**config.mk**
```make
export PLATFORM = sky130hd
export DESIGN_NAME = tti_divider
export DESIGN_NICKNAME = d
export VERILOG_FILES = /design/src/hw/rtl/tti_pkg.sv /design/src/hw/rtl/tti_divider.sv
export SDC_FILE = /design/constraint.sdc
export NUM_CORES = 1
export LEC_CHECK = 0
export ABC_AREA = 1
export ABC_CLOCK_PERIOD_IN_PS = 3500
export BUFFER_PORTS_ARGS = -buffer_cell sky130_fd_sc_hd__buf_2
export CAP_MARGIN = 10
export CORE_MARGIN = 10
export CORE_UTILIZATION = 35
export DETAILED_ROUTE_END_ITERATION = 7
export HOLD_SLACK_MARGIN = 0.03
export PLACE_DENSITY_LB_ADDON = 0.1
export RECOVER_POWER = 100
export REMOVE_ABC_BUFFERS = 1
export SLEW_MARGIN = 5
export SYNTH_ARGS = -nofsm -noshare
export SYNTH_HDL_FRONTEND = slang
export SYNTH_SLANG_ARGS = --single-unit
```
**constraint.sdc**
```tcl
create_clock -name clock -period 3.5 [get_ports clock]
set_clock_uncertainty 0.2 [all_clocks]
set_input_delay 0.175 -clock clock [delete_from_list [all_inputs] [get_ports clock]]
set_output_delay 0.175 -clock clock [all_outputs]
set_load 0.01 [all_outputs]
```
**src/hw/rtl/tti_pkg.sv**
```systemverilog
// ----------------------------------------------------------------------------
// tti_pkg: shared types and constants of the trajectory table interpolator
// Holds the table geometry, the sequencer states and the register map.
// ----------------------------------------------------------------------------
package tti_pkg;

   localparam int TABLE_DEPTH = 1024;
   localparam int IDX_W = $clog2(TABLE_DEPTH);
   localparam int CNT_W = 11;
   localparam int BACKUP_STEPS = 10;
   localparam int NUM_CHAN = 9;
   localparam int CHAN_W = 4;
   localparam int ROW_W = 32 * NUM_CHAN;

   localparam logic [0:0] REQ_LOAD = 1'b0;
   localparam logic [0:0] REQ_QUERY = 1'b1;
   localparam logic [0:0] CSR_ENTRY_COUNT = 1'b0;

   typedef enum logic [3:0] {
      ST_IDLE,
      ST_RANGE_RD,
      ST_RANGE_CHK,
      ST_SCAN_RD,
      ST_SCAN_CHK,
      ST_SEG_RD,
      ST_SEG_WAIT,
      ST_SETUP,
      ST_MUL,
      ST_DIV,
      ST_ACC,
      ST_OUT
   } state_type;

   typedef struct packed {
      logic start;
      logic busy;
      logic done;
   } div_ctrl_type;

endpackage

```
**src/hw/rtl/tti_divider.sv**
```systemverilog
// ----------------------------------------------------------------------------
// tti_divider: restoring divider, one quotient bit per cycle
// Divides a 64-bit magnitude by a 32-bit magnitude.
// ----------------------------------------------------------------------------
module tti_divider (
   input  logic                clock,
   input  logic                reset,
   input  logic                start,
   input  logic [63:0]         dividend,
   input  logic [31:0]         divisor,
   output tti_pkg::div_ctrl_type status,
   output logic [63:0]         quotient
);
   import tti_pkg::*;

   logic [63:0] quot_ff, quot_in;
   logic [32:0] rem_ff, rem_in;
   logic [31:0] dsr_ff, dsr_in;
   logic [6:0]  cnt_ff, cnt_in;
   logic        busy_ff, busy_in, done_ff, done_in;
   logic [32:0] trial;

   always_comb begin
      quot_in = quot_ff;
      rem_in = rem_ff;
      dsr_in = dsr_ff;
      cnt_in = cnt_ff;
      busy_in = busy_ff;
      done_in = 1'b0;
      trial = {rem_ff[31:0], quot_ff[63]};
      if (start) begin
         quot_in = dividend;
         rem_in = '0;
         dsr_in = divisor;
         cnt_in = '0;
         busy_in = 1'b1;
      end else if (busy_ff) begin
         if (trial >= {1'b0, dsr_ff}) begin
            rem_in = trial - {1'b0, dsr_ff};
            quot_in = {quot_ff[62:0], 1'b1};
         end else begin
            rem_in = trial;
            quot_in = {quot_ff[62:0], 1'b0};
         end
         cnt_in = cnt_ff + 7'd1;
         if (cnt_ff == 7'd63) begin
            busy_in = 1'b0;
            done_in = 1'b1;
         end
      end
   end

   always_ff @(posedge clock) begin
      quot_ff <= quot_in;
      rem_ff <= rem_in;
      dsr_ff <= dsr_in;
      cnt_ff <= cnt_in;
      if (reset) begin
         busy_ff <= 1'b0;
         done_ff <= 1'b0;
      end else begin
         busy_ff <= busy_in;
         done_ff <= done_in;
      end
   end

   assign status = '{start: start, busy: busy_ff, done: done_ff};
   assign quotient = quot_ff;
endmodule

```
==> impl_metrics.py <==
metrics = {
    "setup_path": {
        "rr_worst_depth": 15,
        "worst-path-max-fanout": 18,
        "cp.required_ns": 3.59,
        "arrival_ns": 3.08,
        "end_kind": "flip-flop",
        "worstSetupStartpointType": "flip-flop",
        "criticalPathCategory": "reg -> reg",
    },
    "worst_hold_path": {
        "whs_path_depth": 2,
        "min_path_type": "in -> reg",
    },
    "grt": {
        "grt_pass1_vias": 8129,
        "grt.total_usage_pct": 16.6,
        "grt_pass1_wl_um": 41400,
        "overflow": 0,
        "grt_max_degree": 86,
        "antenna_found_initial": 0,
    },
    "synthesis": {
        "synth.avg_cell_area_um2": 7.39,
        "ys_warn_count": 0,
        "synthFlopType": "edfxtp_1",
        "seq_area_frac_synth_pct": 44.3,
        "synthArstFlopShare_pct": 0,
        "ys_ff_latch": 137,
        "syn_inst": 1132,
        "netlist_area_um2": 8370,
        "synth_edf_count": 96,
        "synthTopCellsByArea": "edfxtp_1 34%, nand2_1 21%, dfxtp_1 9.8%, inv_1 7.5%, nand3_1 5.1%",
        "synth_cell_types": 40,
        "yosys.area.top_type_share_pct": 34.5,
        "yosysTopAreaCell": "edfxtp_1",
    },
    "clock_network": {
        "cts_setup_buffers": 0,
        "cts_made_buffers": 17,
        "h-tree-depth": 4,
        "cts_sinks": 137,
        "cts_resized": 0,
        "clk_latency_ns": 0.43,
        "cts-root-buf": "clkbuf_16",
        "cts_tree": "built",
        "cts.path.max_buffers": 2,
        "clkSlewWorstSetupHoldPaths_ns": 0.07,
    },
    "floorplanning": {
        "die_area_um2": 30500,
        "core_um2": 23500,
        "start_util_pct": 35.6,
        "chipWidth_um": 175,
        "io_pins": 166,
        "rows": 56,
        "die_y_um": 175,
    },
    "timing": {
        "slew_headroom_pct": 18.4,
        "fin_crit_ns": 2.99,
        "setup_slack_ns": 0.512,
        "tns_ns": 0,
        "worstMarginPinSlew_ns": 1.22,
        "finalCritPeriodShare_pct": 85.4,
        "max_freq_mhz": 335,
        "rsz0062_at_grt": "no",
        "drv_slew": 0,
        "hold_viol": 0,
        "setup_viol": 0,
    },
    "power_and_ir_drop": {
        "ir_drop_mv": 0.359,
        "p_per_area_nw_per_um2": 401,
        "p_leak_nw": 5.49,
        "total_power_w": 0.00439,
    },
    "flow_run": {
        "max-cap-violations": 0,
    },
    "routing": {
        "routed_via_density": 4.47,
        "dr.pass1.iters": 4,
        "wirelength_um": 24900,
        "route.antenna.remaining_nets": 0,
        "drt-initial-drc-count": 375,
        "vias": 7694,
        "drc": 0,
        "wl_per_cell_um": 14.5,
    },
    "place": {
        "gp_congestion": 0.934,
        "port-buffer-count": 165,
        "dp_slack_ns": 0.738,
        "dp_hpwl_um": 18300,
        "placed_area_um2": 9470,
    },
    "layout": {
        "utilization_pct": 46.6,
        "drive_gt1_share_pct": 13.1,
        "fin_area_um2": 10900,
        "nFillCells": 2496,
        "fin_nets": 1521,
        "final_common_cell": "nand2_1",
        "syn_to_final_growth_pct": 30.9,
        "antenna_cells": 0,
        "final_cell_mix": "477 x nand2_1, 166 x inv_1, 98 x dlygate4sd3_1",
    },
    "outcome": {
        "status": "finished, final reports clean",
    },
}
[through the flow]
step           instances  hold slack, ns
2_1_floorplan       1098          0.0511
3_3_place_gp        1590           0.153
3_5_place_dp        1590           0.153
4_1_cts             1720           0.239
5_1_grt             1720           0.241
6_report            1720           0.249
[kinds of logic after synthesis]
kind of cell	synth area share, %
buf+inv	10.6
compound gates	3.63
simple gates	34.9
xor+xnor	1.47
flops	44.3
fa+ha+maj	5.18
[timing repair]
item	4_1_cts	5_1_grt
hold buffers	98	0
hold endpoints to repair	110	0
setup endpoints to repair	0	0
[cell usage after synthesis, types with 8 or more instances]
cell,n
nand2_1,476
inv_1,167
edfxtp_1,96
nand3_1,86
nor2_1,47
dfxtp_1,41
ha_1,33
a21oi_1,26
nand3_2,15
clkbuf_1,12
nand3b_1,11
xnor2_1,11
inv_2,10
nand2_2,10
nand4_1,9
nor3_1,9
o21ai_1,9
nor2_2,8
[path summary, 6_finish.rpt]
check | from | to | slack (ns)
setup / recovery | dsr_ff[12] | rem_ff[13] | 0.51
hold / removal | divisor[3] | dsr_ff[3] | 0.25
setup reg to reg | dsr_ff[12] | rem_ff[13] | 0.51
hold reg to reg | rem_ff[21] | rem_ff[21] | 0.27
[per-layer routing]
metal | global-route usage, % | part of all wire, % | vias to the layer above
met5 | 0 | 0 | -
met4 | 3.71 | 1.2 | 0
met3 | 5.60 | 6.0 | 18
met2 | 27.1 | 45 | 169
met1 | 20.8 | 48 | 3450
li1 | - | - | 4057
[worst max-delay path, cell delays in order, from the launching register on]
cell	delay (ns)
edfxtp_1	0.37
inv_1	0.06
ha_1	0.26
nand2_1	0.20
inv_2	0.04
nand2_1	0.08
nand2_1	0.08
nand2_1	0.07
nand3_1	0.15
inv_2	0.10
nand2_1	0.12
nand2_4	0.25
clkbuf_2	0.52
nand3_1	0.13
nand3_1	0.11
o21ai_0	0.10
[flip-flops by register name (all words and copies together) (netlist names)]
signal / count
quotient: 64
dsr_ff: 32
rem_ff: 32
cnt_ff: 7
busy_ff: 1
done_ff: 1
[cell type report]
class / instances / area, um2 / share of cell area [%]
inverter: 181 / 681 / 6.22
multi-input combinational: 780 / 3770 / 34.4
clock buffer: 17 / 425 / 3.89
sequential: 137 / 3700 / 33.8
clock inverter: 15 / 174 / 1.59
timing repair buffer: 271 / 1800 / 16.4
tap: 319 / 399 / 3.65
[power breakdown]
group          internal, W  leakage, nW  total, W  switching (W)
combinational     0.000242         3.89  0.000590       0.000348
sequential         0.00187         1.30   0.00193      0.0000564
clock              0.00103        0.299   0.00187       0.000849
total              0.00314         5.49   0.00439        0.00125
Power figures use the tool's default switching activity.
